## config.mk

```make
export PLATFORM = sky130hd
export DESIGN_NAME = ipv4_descending_sort_filter_unit
export DESIGN_NICKNAME = d
export VERILOG_FILES = /design/src/design/isdf_pkg.sv /design/src/design/isdf_ram.sv /design/src/design/isdf_seq.sv /design/src/design/isdf_emit.sv /design/src/design/ipv4_descending_sort_filter_unit.sv
export SDC_FILE = /design/constraint.sdc
export NUM_CORES = 1
export LEC_CHECK = 0
export ABC_CLOCK_PERIOD_IN_PS = 5900
export BUFFER_PORTS_ARGS = -buffer_cell sky130_fd_sc_hd__buf_2
export CAP_MARGIN = 10
export CORE_MARGIN = 2
export CORE_UTILIZATION = 55
export DETAILED_ROUTE_END_ITERATION = 8
export GPL_ROUTABILITY_DRIVEN = 0
export PLACE_DENSITY = 0.73
export REMOVE_ABC_BUFFERS = 1
export SYNTH_ARGS = -nofsm -noshare
export SYNTH_HDL_FRONTEND = slang
export SYNTH_SLANG_ARGS = --single-unit
```

## constraint.sdc

```tcl
create_clock -name clk -period 5.9 [get_ports clk]
set_input_delay 0.885 -clock clk [delete_from_list [all_inputs] [get_ports clk]]
set_output_delay 0.885 -clock clk [all_outputs]
set_load 0.05 [all_outputs]
```

## src/design/isdf_pkg.sv

```systemverilog
// Shared types, constants and register codes of the IPv4 descending sort and filter unit.
package isdf_pkg;

	localparam int MAX_ADDRESSES_DEF = 16;
	localparam int ADDR_BITS         = 32;
	localparam int PADDR_W           = 4;

	localparam logic [7:0] SINGLE_FIRST_RST = 8'd1;
	localparam logic [7:0] PAIR_FIRST_RST   = 8'd46;
	localparam logic [7:0] PAIR_SECOND_RST  = 8'd70;
	localparam logic [7:0] ANY_OCTET_RST    = 8'd46;

	localparam logic [1:0] REG_SINGLE_FIRST = 2'd0;
	localparam logic [1:0] REG_PAIR_FIRST   = 2'd1;
	localparam logic [1:0] REG_PAIR_SECOND  = 2'd2;
	localparam logic [1:0] REG_ANY_OCTET    = 2'd3;

	localparam logic [1:0] PASS_ALL    = 2'd0;
	localparam logic [1:0] PASS_FIRST  = 2'd1;
	localparam logic [1:0] PASS_PAIR   = 2'd2;
	localparam logic [1:0] PASS_ANY    = 2'd3;

	typedef struct packed {
		logic [ADDR_BITS-1:0] address;
		logic                 end_of_set;
	} in_item_t;

	typedef struct packed {
		logic [ADDR_BITS-1:0] sorted_address;
		logic [1:0]           filter_pass;
		logic                 last_of_run;
	} out_item_t;

	typedef struct packed {
		logic [7:0] single_first_octet;
		logic [7:0] pair_first_octet;
		logic [7:0] pair_second_octet;
		logic [7:0] any_octet_value;
	} filter_cfg_t;

	// One store read in flight during emission.
	typedef struct packed {
		logic       valid;
		logic [1:0] pass;
		logic       fin;
	} scan_t;

	typedef enum logic [2:0] {
		ST_IDLE,
		ST_INS_RD,
		ST_INS_CMP,
		ST_INS_PUT,
		ST_EMIT,
		ST_DRAIN,
		ST_FLUSH
	} state_t;

endpackage

```

## src/design/isdf_ram.sv

```systemverilog
// Generic single-write, single-read RAM with a registered read port.
module isdf_ram #(
	parameter int WIDTH = 32,
	parameter int DEPTH = 16
) (
	input  logic                     clk,
	input  logic                     wr_en,
	input  logic [$clog2(DEPTH)-1:0] wr_addr,
	input  logic [WIDTH-1:0]         wr_data,
	input  logic [$clog2(DEPTH)-1:0] rd_addr,
	output logic [WIDTH-1:0]         rd_data
);

	logic [WIDTH-1:0] mem [DEPTH];

	always_ff @(posedge clk) begin
		if (wr_en) begin
			mem[wr_addr] <= wr_data;
		end
		rd_data <= mem[rd_addr];
	end

endmodule

```

## src/design/isdf_seq.sv

```systemverilog
// Sequencer: sorted insertion into the address store and the four-pass read scan.
module isdf_seq import isdf_pkg::*; #(
	parameter int MAX_ADDRESSES = MAX_ADDRESSES_DEF
) (
	input  logic                             clk,
	input  logic                             arst_n,
	input  logic                             start,
	input  in_item_t                         item,
	output logic                             busy,
	output logic                             wr_en,
	output logic [$clog2(MAX_ADDRESSES)-1:0] wr_addr,
	output logic [ADDR_BITS-1:0]             wr_data,
	output logic [$clog2(MAX_ADDRESSES)-1:0] rd_addr,
	input  logic [ADDR_BITS-1:0]             rd_data,
	output scan_t                            scan_s1
);

	localparam int IDX_W = $clog2(MAX_ADDRESSES);
	localparam int CNT_W = $clog2(MAX_ADDRESSES + 1);

	state_t               state_q, state_d;
	logic [IDX_W-1:0]     idx_q, idx_d;
	logic [1:0]           pass_q, pass_d;
	logic [CNT_W-1:0]     count_q, count_d;
	logic [ADDR_BITS-1:0] addr_q, addr_d;
	logic                 end_q, end_d;
	scan_t                scan_d;

	always_ff @(posedge clk or negedge arst_n) begin
		if (!arst_n) begin
			state_q <= ST_IDLE;
			idx_q   <= '0;
			pass_q  <= '0;
			count_q <= '0;
			scan_s1 <= '0;
		end else begin
			state_q <= state_d;
			idx_q   <= idx_d;
			pass_q  <= pass_d;
			count_q <= count_d;
			scan_s1 <= scan_d;
		end
	end

	always_ff @(posedge clk) begin
		addr_q <= addr_d;
		end_q  <= end_d;
	end

	assign busy    = (state_q != ST_IDLE);
	// While comparing, the next lower entry is fetched so one entry moves per cycle.
	assign rd_addr = (state_q == ST_INS_CMP) ? idx_q - IDX_W'(1) : idx_q;

	always_comb begin
		logic finish;
		logic last_idx;
		state_d  = state_q;
		idx_d    = idx_q;
		pass_d   = pass_q;
		count_d  = count_q;
		addr_d   = addr_q;
		end_d    = end_q;
		scan_d   = '0;
		wr_en    = 1'b0;
		wr_addr  = idx_q + IDX_W'(1);
		wr_data  = addr_q;
		finish   = 1'b0;
		last_idx = (CNT_W'(idx_q) == count_q - CNT_W'(1));

		case (state_q)
			ST_IDLE: begin
				if (start) begin
					addr_d = item.address;
					end_d  = item.end_of_set;
					idx_d  = '0;
					pass_d = PASS_ALL;
					if (count_q == CNT_W'(MAX_ADDRESSES)) begin
						// Store full: the address is dropped.
						state_d = item.end_of_set ? ST_EMIT : ST_IDLE;
					end else if (count_q == '0) begin
						state_d = ST_INS_PUT;
					end else begin
						idx_d   = IDX_W'(count_q - CNT_W'(1));
						state_d = ST_INS_RD;
					end
				end
			end
			ST_INS_RD: begin
				state_d = ST_INS_CMP;
			end
			ST_INS_CMP: begin
				wr_en = 1'b1;
				if (rd_data < addr_q) begin
					wr_data = rd_data;
					if (idx_q == '0) begin
						state_d = ST_INS_PUT;
					end else begin
						idx_d = idx_q - IDX_W'(1);
					end
				end else begin
					wr_data = addr_q;
					finish  = 1'b1;
				end
			end
			ST_INS_PUT: begin
				wr_en   = 1'b1;
				wr_addr = idx_q;
				wr_data = addr_q;
				finish  = 1'b1;
			end
			ST_EMIT: begin
				scan_d.valid = 1'b1;
				scan_d.pass  = pass_q;
				scan_d.fin   = (pass_q == PASS_ANY) && last_idx;
				if (last_idx) begin
					idx_d = '0;
					if (pass_q == PASS_ANY) begin
						state_d = ST_DRAIN;
					end else begin
						pass_d = pass_q + 2'd1;
					end
				end else begin
					idx_d = idx_q + IDX_W'(1);
				end
			end
			ST_DRAIN: begin
				state_d = ST_FLUSH;
			end
			ST_FLUSH: begin
				count_d = '0;
				state_d = ST_IDLE;
			end
			default: begin
				state_d = ST_IDLE;
			end
		endcase

		if (finish) begin
			count_d = count_q + CNT_W'(1);
			idx_d   = '0;
			pass_d  = PASS_ALL;
			state_d = end_q ? ST_EMIT : ST_IDLE;
		end
	end

	a_count_bound: assert property (@(posedge clk) disable iff (!arst_n)
		count_q <= CNT_W'(MAX_ADDRESSES))
		else $error("stored count exceeds capacity");

	a_no_write_in_scan: assert property (@(posedge clk) disable iff (!arst_n)
		(state_q == ST_EMIT || state_q == ST_DRAIN || state_q == ST_FLUSH) |-> !wr_en)
		else $error("store written during emission");

	a_fin_to_flush: assert property (@(posedge clk) disable iff (!arst_n)
		(scan_s1.valid && scan_s1.fin) |=> (state_q == ST_FLUSH))
		else $error("final scan read not followed by flush");

endmodule

```

## src/design/isdf_emit.sv

```systemverilog
// Result stage: pass filters and a one-deep hold that marks the final result of a run.
module isdf_emit import isdf_pkg::*; (
	input  logic                 clk,
	input  logic                 arst_n,
	input  filter_cfg_t          cfg,
	input  scan_t                scan_s1,
	input  logic [ADDR_BITS-1:0] rd_data,
	output logic                 result_valid,
	output out_item_t            result
);

	logic                 match;
	logic                 fin_s2;
	logic                 held_valid_q;
	logic [ADDR_BITS-1:0] held_addr_q;
	logic [1:0]           held_pass_q;
	logic                 emit_now;
	logic                 take;

	always_comb begin
		case (scan_s1.pass)
			PASS_ALL:   match = 1'b1;
			PASS_FIRST: match = (rd_data[31:24] == cfg.single_first_octet);
			PASS_PAIR:  match = (rd_data[31:24] == cfg.pair_first_octet) &&
			                    (rd_data[23:16] == cfg.pair_second_octet);
			PASS_ANY:   match = (rd_data[31:24] == cfg.any_octet_value) ||
			                    (rd_data[23:16] == cfg.any_octet_value) ||
			                    (rd_data[15:8]  == cfg.any_octet_value) ||
			                    (rd_data[7:0]   == cfg.any_octet_value);
			default:    match = 1'b0;
		endcase
	end

	// A match is held back one step; it goes out when the next match arrives,
	// or as the final result once the scan has ended.
	assign take     = scan_s1.valid && match;
	assign emit_now = (take && held_valid_q) || fin_s2;

	always_ff @(posedge clk or negedge arst_n) begin
		if (!arst_n) begin
			fin_s2       <= 1'b0;
			held_valid_q <= 1'b0;
			result_valid <= 1'b0;
		end else begin
			fin_s2       <= scan_s1.valid && scan_s1.fin;
			result_valid <= emit_now;
			if (take) begin
				held_valid_q <= 1'b1;
			end else if (fin_s2) begin
				held_valid_q <= 1'b0;
			end
		end
	end

	always_ff @(posedge clk) begin
		if (take) begin
			held_addr_q <= rd_data;
			held_pass_q <= scan_s1.pass;
		end
		if (emit_now) begin
			result.sorted_address <= held_addr_q;
			result.filter_pass    <= held_pass_q;
			result.last_of_run    <= fin_s2;
		end
	end

	a_held_at_end: assert property (@(posedge clk) disable iff (!arst_n)
		fin_s2 |-> held_valid_q)
		else $error("run ended with no result held");

	a_last_is_alone: assert property (@(posedge clk) disable iff (!arst_n)
		(result_valid && result.last_of_run) |=> !result_valid)
		else $error("transfer after the final result of a run");

endmodule

```

## src/design/ipv4_descending_sort_filter_unit.sv

```systemverilog
// Top level of the IPv4 descending sort and filter unit with its configuration registers.
//
// Usage: an address is taken on item at a clock edge where start is high and busy
// is low. Each address is inserted into a store kept in descending order; the item
// with end_of_set high closes the set. The block then emits the set in four passes
// (all, first octet, first two octets, any octet), each descending, one transfer per
// result_valid cycle, and last_of_run marks the final transfer of the run. The
// receiver cannot stall: result_valid is high for a single cycle per result.
// Sequence: an insertion reads the last stored entry, moves each smaller entry up by
// one in a compare-and-move loop over the single store port and writes the address
// into the gap, or writes it directly into an empty store; a full store drops it.
// Closing a set then holds busy while each of the four passes reads the store, one
// store read per cycle, then a drain and a flush state follow; the final result is
// on result in the first cycle with busy low. Reset clears the stored count, loads
// the filter registers with 1, 46, 70, 46 and does not clear the store. The user must
// write registers over the APB port only while idle; the block does not enforce it.
module ipv4_descending_sort_filter_unit import isdf_pkg::*; #(
	parameter int MAX_ADDRESSES = MAX_ADDRESSES_DEF
) (
	input  logic               clk,
	input  logic               arst_n,
	input  logic               start,
	input  in_item_t           item,
	output logic               busy,
	output logic               result_valid,
	output out_item_t          result,
	input  logic               psel,
	input  logic               penable,
	input  logic               pwrite,
	input  logic [PADDR_W-1:0] paddr,
	input  logic [31:0]        pwdata,
	output logic [31:0]        prdata,
	output logic               pready
);

	localparam int IDX_W = $clog2(MAX_ADDRESSES);

	filter_cfg_t          cfg_q;
	logic                 wr_en;
	logic [IDX_W-1:0]     wr_addr;
	logic [ADDR_BITS-1:0] wr_data;
	logic [IDX_W-1:0]     rd_addr;
	logic [ADDR_BITS-1:0] rd_data;
	scan_t                scan_s1;
	logic                 cfg_write;

	assign pready    = 1'b1;
	assign cfg_write = psel && penable && pwrite && pready;

	always_ff @(posedge clk or negedge arst_n) begin
		if (!arst_n) begin
			cfg_q.single_first_octet <= SINGLE_FIRST_RST;
			cfg_q.pair_first_octet   <= PAIR_FIRST_RST;
			cfg_q.pair_second_octet  <= PAIR_SECOND_RST;
			cfg_q.any_octet_value    <= ANY_OCTET_RST;
		end else if (cfg_write) begin
			case (paddr[3:2])
				REG_SINGLE_FIRST: cfg_q.single_first_octet <= pwdata[7:0];
				REG_PAIR_FIRST:   cfg_q.pair_first_octet   <= pwdata[7:0];
				REG_PAIR_SECOND:  cfg_q.pair_second_octet  <= pwdata[7:0];
				REG_ANY_OCTET:    cfg_q.any_octet_value    <= pwdata[7:0];
				default: ;
			endcase
		end
	end

	always_comb begin
		case (paddr[3:2])
			REG_SINGLE_FIRST: prdata = {24'd0, cfg_q.single_first_octet};
			REG_PAIR_FIRST:   prdata = {24'd0, cfg_q.pair_first_octet};
			REG_PAIR_SECOND:  prdata = {24'd0, cfg_q.pair_second_octet};
			REG_ANY_OCTET:    prdata = {24'd0, cfg_q.any_octet_value};
			default:          prdata = '0;
		endcase
	end

	isdf_ram #(
		.WIDTH (ADDR_BITS),
		.DEPTH (MAX_ADDRESSES)
	) u_store (
		.clk     (clk),
		.wr_en   (wr_en),
		.wr_addr (wr_addr),
		.wr_data (wr_data),
		.rd_addr (rd_addr),
		.rd_data (rd_data)
	);

	isdf_seq #(
		.MAX_ADDRESSES (MAX_ADDRESSES)
	) u_seq (
		.clk     (clk),
		.arst_n  (arst_n),
		.start   (start),
		.item    (item),
		.busy    (busy),
		.wr_en   (wr_en),
		.wr_addr (wr_addr),
		.wr_data (wr_data),
		.rd_addr (rd_addr),
		.rd_data (rd_data),
		.scan_s1 (scan_s1)
	);

	isdf_emit u_emit (
		.clk          (clk),
		.arst_n       (arst_n),
		.cfg          (cfg_q),
		.scan_s1      (scan_s1),
		.rd_data      (rd_data),
		.result_valid (result_valid),
		.result       (result)
	);

endmodule

```

; Word-level counts from Yosys, hierarchy flattened
; Memory sizes are Yosys's and may differ from the RTL's. A register that Yosys moved wholly into a read port is not among the register bits.
; Index checks and enable logic that the tools add are counted.
[classes]
n_eq_ne = 30
add_sub_neg = 5
magnitude_cmp = 1
bitwise_logic = 0
n_reduce_logical = 30
mux = 40
multipliers = 0
div_mod_pow = 0
shifts = 0
[ops]
columns = cell, count
row1 = $pmux 32 s4, 1
row2 = $mux 32, 2
row3 = $eq 8x8->1, 7
row4 = $mux 4, 10
row5 = $lt 32x32->1, 1
row6 = $mux 3, 9
row7 = $pmux 3 s6, 1
row8 = $ne 3x3->1 const B, 4
row9 = $pmux 4 s3, 1
row10 = $eq 2x2->1 const B, 5
row11 = $mux 2, 5
row12 = $mux 5, 2
row13 = $reduce_and 2->1, 5
row14 = $eq 3x3->1 const B, 3
row15 = $reduce_and 4->1, 2
row16 = $logic_and 1x1->1, 7
row17 = $eq 3x2->1 const B, 2
row18 = $mux 1, 6
row19 = $ne 3x1->1 const B, 2
row20 = $reduce_and 6->1, 1
row21 = $reduce_bool 3->1, 2
row22 = $add 5x1->5 const B, 1
row23 = $eq 4x5->1, 1
row24 = $eq 5x5->1 const B, 1
row25 = 19 further kinds, 25
[word_totals]
out_inout_bits = 70
memories = 1
word_cells = 128
in_bits = 75
rom_bits = 0
ff_bits = 155
ram_bits = 512
latchBits = 0
[memory_table]
columns = memory, depth, word_bits, read_ports, rd_clocked_by_memory_dff, wr, line
row1 = u_store.mem, 16, 32, 1, 1, 1, isdf_ram.sv:14  ; logic [WIDTH-1:0] mem [DEPTH];

; Logic depth before layout (Yosys ltp)
; Gate-level depths: netlist (run 1).
[depth]
word_depth = 8
mapped_depth = 11
ltp_nobuf = 9

; Modules after synthesis
; From an unflattened synthesis (run 1), not the netlist that was laid out.
[hier_totals]
cells_unflattened = 1487
area_unflattened_um2 = 27822.9
[modules_own_cells]
columns = module, seq_area_each_um2, area_per_inst_um2, cells_each, instances
row1 = isdf_ram, 16015.4, 19835.3, 838, 1
row2 = isdf_seq, 1441.4, 3472.1, 377, 1
row3 = isdf_emit, 2147.1, 2875.3, 165, 1
row4 = ipv4_descending_sort_filter_unit, 815.8, 1640.3, 107, 1

; Least setup slack after synthesis (run 1)
; No wires, ideal clock.
[synth_timing]
path_kind = register -> register
start = reg cfg_q[3] in the netlist's numbering
end = reg, netlist name u_emit.result[0]
setup_slack_ns = 0.548
arrival_time_ns = 4.960
path_buffers = 1
stages_incl_launch_ff = 9
t_required_ns = 5.508
setup_ns = 0.392
period_less_slack_ns = 5.352
cell_sequence = dfstp_2 clkbuf_1 xor2_1 nor4_1 nand2_1 nand4_1 a31oi_1 a21boi_0 a21o_1
[synth_via]
elab_chain_len = 8
elab_cells_between_ends = 11
classes_between = 4 x eq/ne / 1 x mux / 6 x reduce/logical
[synth_rtl]
columns = element, line
row1 = start: declaration, ipv4_descending_sort_filter_unit.sv:38  ; filter_cfg_t cfg_q;
row2 = "$eq 8x8->1, on equally long branches", "isdf_emit.sv:26, isdf_emit.sv:27"
row3 = $logic_or 1x1->1, isdf_emit.sv:26  ; PASS_ANY: match = (rd_data[31:24] == cfg.any_octet_value) ||
row4 = $logic_or 1x1->1, isdf_emit.sv:27  ; (rd_data[23:16] == cfg.any_octet_value) ||
row5 = $logic_or 1x1->1 *, isdf_emit.sv:28  ; (rd_data[15:8] == cfg.any_octet_value) ||
row6 = $pmux 1 s4 *, isdf_emit.sv:21  ; case (scan_s1.pass)
row7 = $logic_and 1x1->1 *, isdf_emit.sv:36  ; assign take = scan_s1.valid && match;
row8 = via u_emit.take, isdf_emit.sv:18  ; logic take;
row9 = $logic_and 1x1->1 *, isdf_emit.sv:37  ; assign emit_now = (take && held_valid_q) || fin_s2;
row10 = $logic_or 1x1->1 *, isdf_emit.sv:37
row11 = via u_emit.emit_now, isdf_emit.sv:17  ; logic emit_now;
; The timed path passes the listed nets; every way through them passes the cells marked *.
; A chain may end at the register's enable or synchronous reset.

; Final worst setup path (run 1)
[layout_timing]
start = reg u_store.rd_data[30] (read register of u_store.mem)
end = mem u_store.mem[10][14] (data pin)
[layout_via]
elab_chain_len = 3
[layout_rtl]
columns = element, line
row1 = start: declaration, isdf_ram.sv:11  ; output logic [WIDTH-1:0] rd_data
row2 = $lt 32x32->1, isdf_seq.sv:93  ; if (rd_data < addr_q) begin
row3 = $mux 32, isdf_seq.sv:93
row4 = $mux 32, isdf_seq.sv:70  ; case (state_q)
row5 = via u_seq.wr_data[14], isdf_seq.sv:12  ; output logic [ADDR_BITS-1:0] wr_data,
row6 = end: declaration, isdf_ram.sv:14
; The timed path passes the listed nets, and every way through them passes these cells.

==> out/results.tsv, run 1 <==
metric	value	unit
number of remaining DRC errors	0	
Peak Freq	0.2341	GHz
Req. time, crit path	6.36	ns
net switching power	5.507	mW
Final Cycle Share	72.39	%
core footprint	50170	um2
CP peak stage delay	0.85	ns
clk root buf	clkbuf_16	
Design Area, Final	31770	um2
crit path max-delay cell type	a31oi_1	
ys flop type	edfxtp_1	
minimum clock period	4.271	ns
Seq/Total Area, Yosys	73.05	%
Setup TNS Final	0	ns
Syn Inst Count	1432	
final cell count without fillers	2319	
Async SR Flop Fraction	7.582	%
Mean Syn Cell Area	19.52	um2
worst-path fanout max	48	
share of layout cells above drive strength 1	30.62	%
Die H	229.4	um
Die Span X	229.4	um
Leakage	10.85	nW
total grt overflow	0	
# clock sinks	699	
worst-margin pin slew	1.151	ns
die area	52650	um2
post-DP HPWL	35.49	mm
placed cells	2187	
FF+latch area	20420	um2
CTS tree	built	
DP Worst Slack	1.722	ns
setup bufs post-CTS	0	
VDD IR max	0.3966	mV
Routed WL	63.26	mm
met2 usage	39.13	%
Vias	14166	
post-cts resize count	0	
worst min path class	in -> async	
crit path kind	reg -> reg	
Critical Path Sink Type	register	
footprint of the multi-input gates	7101	um2
Initial Utilization	55.72	%
count of cell types in the netlist	65	
maximum root-to-sink buffer count	3	
Top delay family on crit path	compound AO/OA/AOI/OAI gates	
post-route ant nets	0	
critical-path cell list	ha_1 > nand4_1 > nor3_1 > nand2_1 > a31oi_1 > nor3_4 > buf_4 > o21ai_0 > buf_4	
worst path arrival time	4.73	ns
WL/cell	27.28	um
Final #Nets	1704	
DRT iter0 DRCs	1502	
skew final	0.02773	ns
Post-synth top cells	614 x edfxtp_1, 168 x mux4_2, 67 x nand2_1	
Post-Syn Area	27950	um2
status	finished clean	
First-pass DRT Iterations	5	
clk_lat worst skew	0.61	ns
RSZ-0062 raised after global routing	no	
Synth area leaders	edfxtp_1 66%, mux4_2 14%, dfrtp_1 3.7%	
max-slew violation count	0	
#FFs+latches synth	699	
cell with the most instances after synthesis	edfxtp_1	
cts bufs inserted	71	
area fraction of the dominant cell type after synthesis	65.96	%
Avg Vias per Cell	6.109	
Flop pwr share	41.9	%
Rel. slew slack	23.28	%
P&R area growth vs syn	13.64	%
CTS H-tree lvls	3	
# fillers	3374	
Worst-path clk slew	0.06	ns
met3 Usage GRT	5.042	%
Ys Warns	0	
Post-synth EDFFs	614	
Final Hold Viols	0	
clock share of power	25.6	%
initial antenna violation count	1	
Critical Path Most Common Cell	buf_4	
combinational share of power	32.6	%
Worst Path Buf+Inv	2	
Switching Fraction	31.82	%
Setup Viol. Count Final	0	
Worst setup SP type	register	
pin count of the biggest net entering global routing	73	
Ports	145	
aggregate global-route resource usage	24.67	%
placed cell area	29440	um2
Core Rows	82	
first-pass GRT wire length	93.40	mm
vias in the first global route	14309	
Synth area leader	edfxtp_1	
routing usage on met1	34.39	%
number of max-cap violations	0	
Internal	11.80	mW
final worst setup slack	1.629	ns
# hold bufs at CTS	0	
power per cell area	544.8	nW/um2
total power	17.31	mW
IO buf count	93	
most used routing layer	met2	
[cell families (layout without fill, tap and decap cells)]
kind of cell             after synthesis  count (layout)  synth area share [%]
buffers and inverters                132             323                 2.511
multiplexers                         203             203                 14.94
flip-flops                           699             699                 73.05
other                                  2              26               0.02687
AO/OA/AOI/OAI                        105             105                 2.323
AND/OR/NAND/NOR                      185             185                 3.321
XOR/XNOR                              68              68                 2.131
adder cells (fa/ha/maj)               38              38                 1.701
[layout by cell type (no fill, tap or decap), types with 21 or more instances in the layout]
| cell | instances |
|---|---|
| edfxtp_1 | 614 |
| mux2_2 | 34 |
| nand2_1 | 67 |
| clkbuf_16 | 72 |
| xor2_1 | 50 |
| dfxtp_1 | 32 |
| buf_4 | 55 |
| inv_1 | 42 |
| o21ai_0 | 46 |
| dfrtp_1 | 41 |
| a21oi_1 | 21 |
| mux4_2 | 168 |
| ha_1 | 37 |
| buf_2 | 94 |
| conb_1 | 25 |
[worst reg2reg max path, cell delays in order, from the launching register on]
cell     delay, ns
dfxtp_1       0.65
ha_1          0.29
nand4_1       0.19
nor3_1        0.41
nand2_1       0.21
a31oi_1       0.85
nor3_4        0.12
buf_4         0.37
o21ai_0       0.78
buf_4         0.28
[flip-flops by register name, summed over array words and instances, names as in the netlist]
signal,count
u_seq.end_q,1
u_emit.held_pass_q,2
u_store.mem,512
u_emit.result,35
u_seq.pass_q,2
u_emit.result_valid,1
u_seq.count_q,5
u_emit.held_valid_q,1
u_seq.addr_q,32
u_seq.idx_q,4
u_emit.fin_s2,1
cfg_q,32
u_emit.held_addr_q,32
u_seq.state_q,3
u_store.rd_data,32
u_seq.scan_s1,4
[path summary, 6_finish.rpt]
check	startpoint	end	slack, ns	cells after the start
worst min register to register	u_emit.held_addr_q[20]	u_emit.result[23]	0.41	0
min in group clk	u_emit.held_addr_q[20]	u_emit.result[23]	0.41	0
worst max-delay path	u_store.rd_data[30]	u_store.mem[10][14]	1.63	9
worst min-delay path	arst_n	cfg_q[29]	0.41	2
worst max register to register	u_store.rd_data[30]	u_store.mem[10][14]	1.63	9
max in group asynchronous	arst_n	u_seq.count_q[3]	5.03	2
[per-layer routing]
metal  share of wire (%)  routed length (um)  up-vias
li1                    -                   -     6002
met1                  40               25590     7381
met2                  48               30420      654
met3                 7.8                4965      129
met4                 3.6                2277        0
met5                   0                   0        -
[area by class of cell]
type,instances,area share [%]
clock inverters,37,1.221
repair buffers,153,2.946
multi-input cells,624,22.35
inverters,42,0.4963
flip-flops and latches,699,64.28
clock buffers,91,6.054
well taps,672,2.647
diodes,1,0.007877
[power by group through the flow]
stage	sequential (mW)	clock, mW	combinational, mW
global route	7.30	4.70	6.07
floorplan	7.19	0	4.11
global placement	7.30	0	5.51
finish	7.25	4.42	5.63
detailed placement	7.33	0	5.63
CTS	7.24	4.50	5.68
[per-stage QoR]
step,hold slack (ns),util (%)
4_1_cts,0.4120,63.28
6_report,0.4059,63.32
5_1_grt,0.4228,63.32
3_5_place_dp,0.4045,58.67
2_1_floorplan,0.4003,-
3_3_place_gp,0.4045,58.67
(Power assumes the default switching activity.)
==> run 2, diff against run 1 <==
--- a/config.mk
+++ b/config.mk
@@ -5,7 +5,7 @@
 export SDC_FILE = /design/constraint.sdc
 export NUM_CORES = 1
 export LEC_CHECK = 0
-export ABC_CLOCK_PERIOD_IN_PS = 5900
+export ABC_CLOCK_PERIOD_IN_PS = 4000
 export BUFFER_PORTS_ARGS = -buffer_cell sky130_fd_sc_hd__buf_2
 export CAP_MARGIN = 10
 export CORE_MARGIN = 2
==> constraint.sdc (replaced) <==
create_clock -name clk -period 4 [get_ports clk]
set_input_delay 0.6 -clock clk [delete_from_list [all_inputs] [get_ports clk]]
set_output_delay 0.6 -clock clk [all_outputs]
set_load 0.05 [all_outputs]
==> out/results.tsv, run 2 (synthesized netlist as in run 1, its figures left out) <==
metric	value	unit	change
combinational share of power	35.0	%	+2.4 points
critical-path cell list	inv_1 > ha_1 > a21oi_1 > o21ai_0 > a221o_1 > or3_4 > nor3_4 > buf_4 > nand2_1 > o21ai_1		
minimum clock period	3.525	ns	-0.7462 ns
CTS H-tree lvls	3		unchanged
die area	52650	um2	unchanged
Design Area, Final	32060	um2	+0.93%
Ports	145		unchanged
Largest register FFs	512		unchanged
Die H	229.4	um	unchanged
status	finished clean		
Critical Path Sink Type	register		
WL/cell	26.86	um	-1.5%
clk root buf	clkbuf_16		
Worst Path Buf+Inv	2		unchanged
Worst setup SP type	register		
aggregate global-route resource usage	24.65	%	about the same
total grt overflow	0		unchanged
max-slew violation count	0		unchanged
Top reg by flops	u_store.mem		
Rel. slew slack	25.75	%	+2.5 points
Routed WL	63.22	mm	about the same
worst-margin pin slew	1.108	ns	-0.04246 ns
VDD IR max	0.4657	mV	+17%
Final Hold Viols	0		unchanged
setup bufs post-CTS	0		unchanged
first-pass GRT wire length	93.54	mm	+0.15%
placed cell area	29830	um2	+1.3%
power per cell area	799.8	nW/um2	+47%
Core Rows	82		unchanged
maximum root-to-sink buffer count	3		unchanged
Leakage	11.01	nW	+1.4%
RSZ-0062 raised after global routing	no		
Req. time, crit path	4.27	ns	-2.09 ns
total power	25.65	mW	+48%
IO buf count	93		unchanged
CP peak stage delay	0.51	ns	-0.34 ns
most common cell after layout, fill and taps aside	edfxtp_1		
vias in the first global route	14464		+1.1%
crit path kind	reg -> reg		
most frequent cells in the layout	614 x edfxtp_1, 168 x mux4_2, 94 x buf_2		
clock share of power	24.6	%	-1.0 points
# fillers	3306		-2.0%
initial antenna violation count	4		+3
pin count of the biggest net entering global routing	50		-32%
worst-path fanout max	22		-54%
Die Span X	229.4	um	unchanged
cts bufs inserted	69		-2.8%
# clock sinks	699		unchanged
worst min path class	in -> reg		
final worst setup slack	0.4752	ns	-1.154 ns
CTS tree	built		
post-DP HPWL	36.41	mm	+2.6%
Final #Nets	1737		+1.9%
Top delay family on crit path	compound AO/OA/AOI/OAI gates		
Flop pwr share	40.4	%	-1.5 points
DP Worst Slack	0.4078	ns	-1.314 ns
Vias	14272		+0.75%
final cell count without fillers	2354		+1.5%
Initial Utilization	55.72	%	unchanged
Peak Freq	0.2837	GHz	+21%
Avg Vias per Cell	6.063		-0.75%
biggest registers after layout	u_store.mem x512, u_emit.result x35		
Setup Viol. Count Final	0		unchanged
P&R area growth vs syn	14.70	%	
number of remaining DRC errors	0		unchanged
Final Cycle Share	88.12	%	+16 points
core footprint	50170	um2	unchanged
net switching power	8.158	mW	+48%
Switching Fraction	31.81	%	about the same
number of max-cap violations	0		unchanged
DRT iter0 DRCs	1555		+3.5%
final core occ	63.91	%	+0.59 points
placed cells	2223		+1.6%
post-route ant nets	0		unchanged
Internal	17.49	mW	+48%
FF-to-FF setup slack	0.48	ns	-1.15 ns
First-pass DRT Iterations	5		unchanged
clk_lat worst skew	0.61	ns	about the same
crit path max-delay cell type	o21ai_1		
Worst-path clk slew	0.06	ns	about the same
share of layout cells above drive strength 1	31.90	%	+1.3 points
worst path arrival time	3.79	ns	-0.94 ns
skew final	0.02302	ns	-0.004710 ns
-- run 2: changes by cell type in the layout (fill, tap and decap cells not counted), moves of 3 or more --
cell,change
clkbuf_8,+4
buf_12,+10
clkinv_8,-3
buf_4,+26
clkinv_2,-5
inv_6,+7
bufinv_16,-4
-- run 2: final cells by class --
class	count	area, um2	share of cell area [%]
well taps	672	840.8	2.622
inverters	42	157.7	0.4917
clock inverters	33	257.7	0.8039
multi-input cells	624	7101	22.15
repair buffers	188	1329	4.144
clock buffers	94	1953	6.091
flip-flops and latches	699	20420	63.69
diodes	2	5.005	0.01561
-- run 2: per-stage QoR --
step                setup TNS [ns]  hold WS, ns
detailed placement               0       0.4045
finish                           0       0.1605
global placement                 0       0.4031
floorplan                  -393.98       0.3044
CTS                              0       0.1262
global route                     0       0.1395
-- run 2: final timing paths --
check | endpoint | depth (start not counted) | from
worst max-delay path | u_store.mem[2][30] | 10 | u_seq.addr_q[19]
worst min register to register | u_emit.result[29] | 0 | u_emit.held_addr_q[26]
max in group asynchronous | cfg_q[24] | 3 | arst_n
min in group asynchronous | u_emit.result_valid | 2 | arst_n
worst min-delay path | u_seq.addr_q[2] | 1 | item[3]
worst max register to register | u_store.mem[2][30] | 10 | u_seq.addr_q[19]
-- run 2: worst register-to-register path: stages (launching register included) --
cell and delay [ns]:
edfxtp_1 0.43, inv_1 0.12, ha_1 0.26, a21oi_1 0.15
o21ai_0 0.09, a221o_1 0.36, or3_4 0.38, nor3_4 0.43
buf_4 0.36, nand2_1 0.09, o21ai_1 0.51
-- run 2: power by group through the flow --
stage                     Combinational [mW]  Clock (mW)  Sequential, mW
final                                   8.97        6.31            10.4
after global routing                    9.65        6.69            10.4
after CTS                               9.10        6.42            10.4
after detailed placement                9.03           0            10.5
after global placement                  8.87           0            10.5
after floorplan                         5.46           0            10.6
-- run 2: metal layers --
layer | part of all wire [%] | vias to the layer above | GRT usage [%]
met1 | 40 | 7432 | 34.87
met4 | 2.2 | 0 | 6.818
met5 | 0 | - | 0
met3 | 8.5 | 92 | 4.495
li1 | - | 6061 | -
met2 | 49 | 687 | 39.95
-- run 2: repair_timing --
item                                   CTS  global route
hold buffers                             1             0
endpoints found under the hold margin   17             0
resized for setup                        0             0
==> run 3, diff against run 2 <==
--- a/config.mk
+++ b/config.mk
@@ -9,10 +9,10 @@
 export BUFFER_PORTS_ARGS = -buffer_cell sky130_fd_sc_hd__buf_2
 export CAP_MARGIN = 10
 export CORE_MARGIN = 2
-export CORE_UTILIZATION = 55
+export CORE_UTILIZATION = 30
 export DETAILED_ROUTE_END_ITERATION = 8
 export GPL_ROUTABILITY_DRIVEN = 0
-export PLACE_DENSITY = 0.73
+export PLACE_DENSITY = 0.53
 export REMOVE_ABC_BUFFERS = 1
 export SYNTH_ARGS = -nofsm -noshare
 export SYNTH_HDL_FRONTEND = slang
==> out/results.tsv, run 3 (synthesized netlist as in run 1, its figures left out) <==
metric	value	unit	change
CTS H-tree lvls	3		unchanged
minimum clock period	3.654	ns	+0.1287 ns
vias in the first global route	14356		-0.75%
Largest register FFs	512		unchanged
post-DP HPWL	42.02	mm	+15%
placed cell area	30610	um2	+2.6%
critical-path cell list	inv_1 > ha_1 > nand4_1 > nor3_1 > nand2_1 > a31oi_1 > buf_4 > nor3_4 > buf_12 > o21ai_1		
Final #Nets	1749		+0.69%
DRT iter0 DRCs	1237		-20%
Worst-path clk slew	0.06	ns	about the same
Worst setup SP type	register		
worst path arrival time	3.93	ns	+0.14 ns
share of layout cells above drive strength 1	32.84	%	+0.94 points
Initial Utilization	30.40	%	-25 points
total grt overflow	0		unchanged
Peak Freq	0.2737	GHz	-3.5%
Leakage	11.16	nW	+1.4%
biggest registers after layout	u_store.mem x512, u_emit.result x35		
# clock sinks	699		unchanged
max-slew violation count	0		unchanged
Rel. slew slack	15.63	%	-10 points
r2r endpoint	u_store.mem[0][15]		
Req. time, crit path	4.27	ns	about the same
final core occ	35.98	%	-28 points
clk_lat worst skew	0.64	ns	+0.03 ns
reg2reg path depth	10		unchanged
crit path kind	reg -> reg		
skew final	0.04840	ns	+0.02538 ns
number of max-cap violations	0		unchanged
post-cts resize count	0		unchanged
CP peak stage delay	0.75	ns	+0.24 ns
cts bufs inserted	72		+4.3%
FF-to-FF setup slack	0.35	ns	-0.13 ns
worst-margin pin slew	1.252	ns	+0.1440 ns
Final Cycle Share	91.34	%	+3.2 points
status	finished clean		
IO buf count	93		unchanged
Ports	145		unchanged
P&R area growth vs syn	18.32	%	
die area	95640	um2	+82%
Critical Path Sink Type	register		
Design Area, Final	33080	um2	+3.2%
Setup TNS Final	0	ns	unchanged
DP Worst Slack	0.4154	ns	+0.007642 ns
aggregate global-route resource usage	14.69	%	-10 points
Top reg by flops	u_store.mem		
ant diodes	0		-2
number of remaining DRC errors	0		unchanged
final cell count without fillers	2939		+25%
pin count of the biggest net entering global routing	54		+8.0%
# hold bufs at CTS	0		-1
setup bufs post-CTS	0		unchanged
Vias	14120		-1.1%
maximum root-to-sink buffer count	3		unchanged
Top delay family on crit path	compound AO/OA/AOI/OAI gates		
Die Span X	309.3	um	+35%
Min Hold Slack	0.1244	ns	-0.03607 ns
WL/cell	23.76	um	-12%
crit path max-delay cell type	o21ai_1		
VDD IR max	0.4900	mV	+5.2%
total power	26.47	mW	+3.2%
most frequent cells in the layout	614 x edfxtp_1, 168 x mux4_2, 94 x buf_2		
Core Rows	111		+35%
post-route ant nets	0		unchanged
Critical R2R Launch	u_seq.addr_q[31]		
worst-path fanout max	16		-27%
first-pass GRT wire length	100.7	mm	+7.7%
worst min path class	in -> async		
clk root buf	clkbuf_16		
RSZ-0062 raised after global routing	no		
placed cells	2803		+26%
most common cell after layout, fill and taps aside	edfxtp_1		
Final Hold Viols	0		unchanged
Avg Vias per Cell	4.804		-21%
power per cell area	800.3	nW/um2	about the same
initial antenna violation count	4		unchanged
First-pass DRT Iterations	5		unchanged
CTS tree	built		
core footprint	91940	um2	+83%
Routed WL	69.82	mm	+10%
Die H	309.3	um	+35%
Worst Path Buf+Inv	3		+1
final worst setup slack	0.3465	ns	-0.1287 ns
Setup Viol. Count Final	0		unchanged
run 3: how the worst max path moves through the flow:
| stage | from | to | cells after the start |
|---|---|---|---|
| 6_report | u_seq.addr_q[31] | u_store.mem[0][15] | 10 |
| 5_1_grt | u_seq.addr_q[12] | u_store.mem[14][15] | 10 |
| 4_1_cts | u_seq.addr_q[31] | u_store.mem[0][15] | 10 |
| 3_5_place_dp | u_seq.addr_q[31] | u_store.mem[6][15] | 10 |
| 3_3_place_gp | u_seq.addr_q[31] | u_store.mem[3][15] | 10 |
| 2_1_floorplan | u_seq.state_q[0] | u_store.rd_data[0] | 5 |
run 3: cell type report:
cell class                 instances  area, um2
clock buffer                      94       1974
clock inverter                    40      478.0
fill                            8583      58860
inverter                          42      157.7
multi-input combinational        624       7101
sequential                       699      20420
tap                             1243       1555
timing repair buffer             197       1391
run 3: metal layers:
layer	vias up	global-route usage [%]	part of all wire, %
li1	6082	-	-
met1	7528	21.17	46
met2	423	23.23	47
met3	87	2.555	5.3
met4	0	3.387	1.9
met5	-	0	0
run 3: power by group:
part / switching [mW] / leakage (nW) / internal [mW]
combinational: 4.94 / 3.53 / 4.13
sequential: 0.760 / 6.45 / 9.76
clock: 2.89 / 1.18 / 3.99
total: 8.59 / 11.2 / 17.9
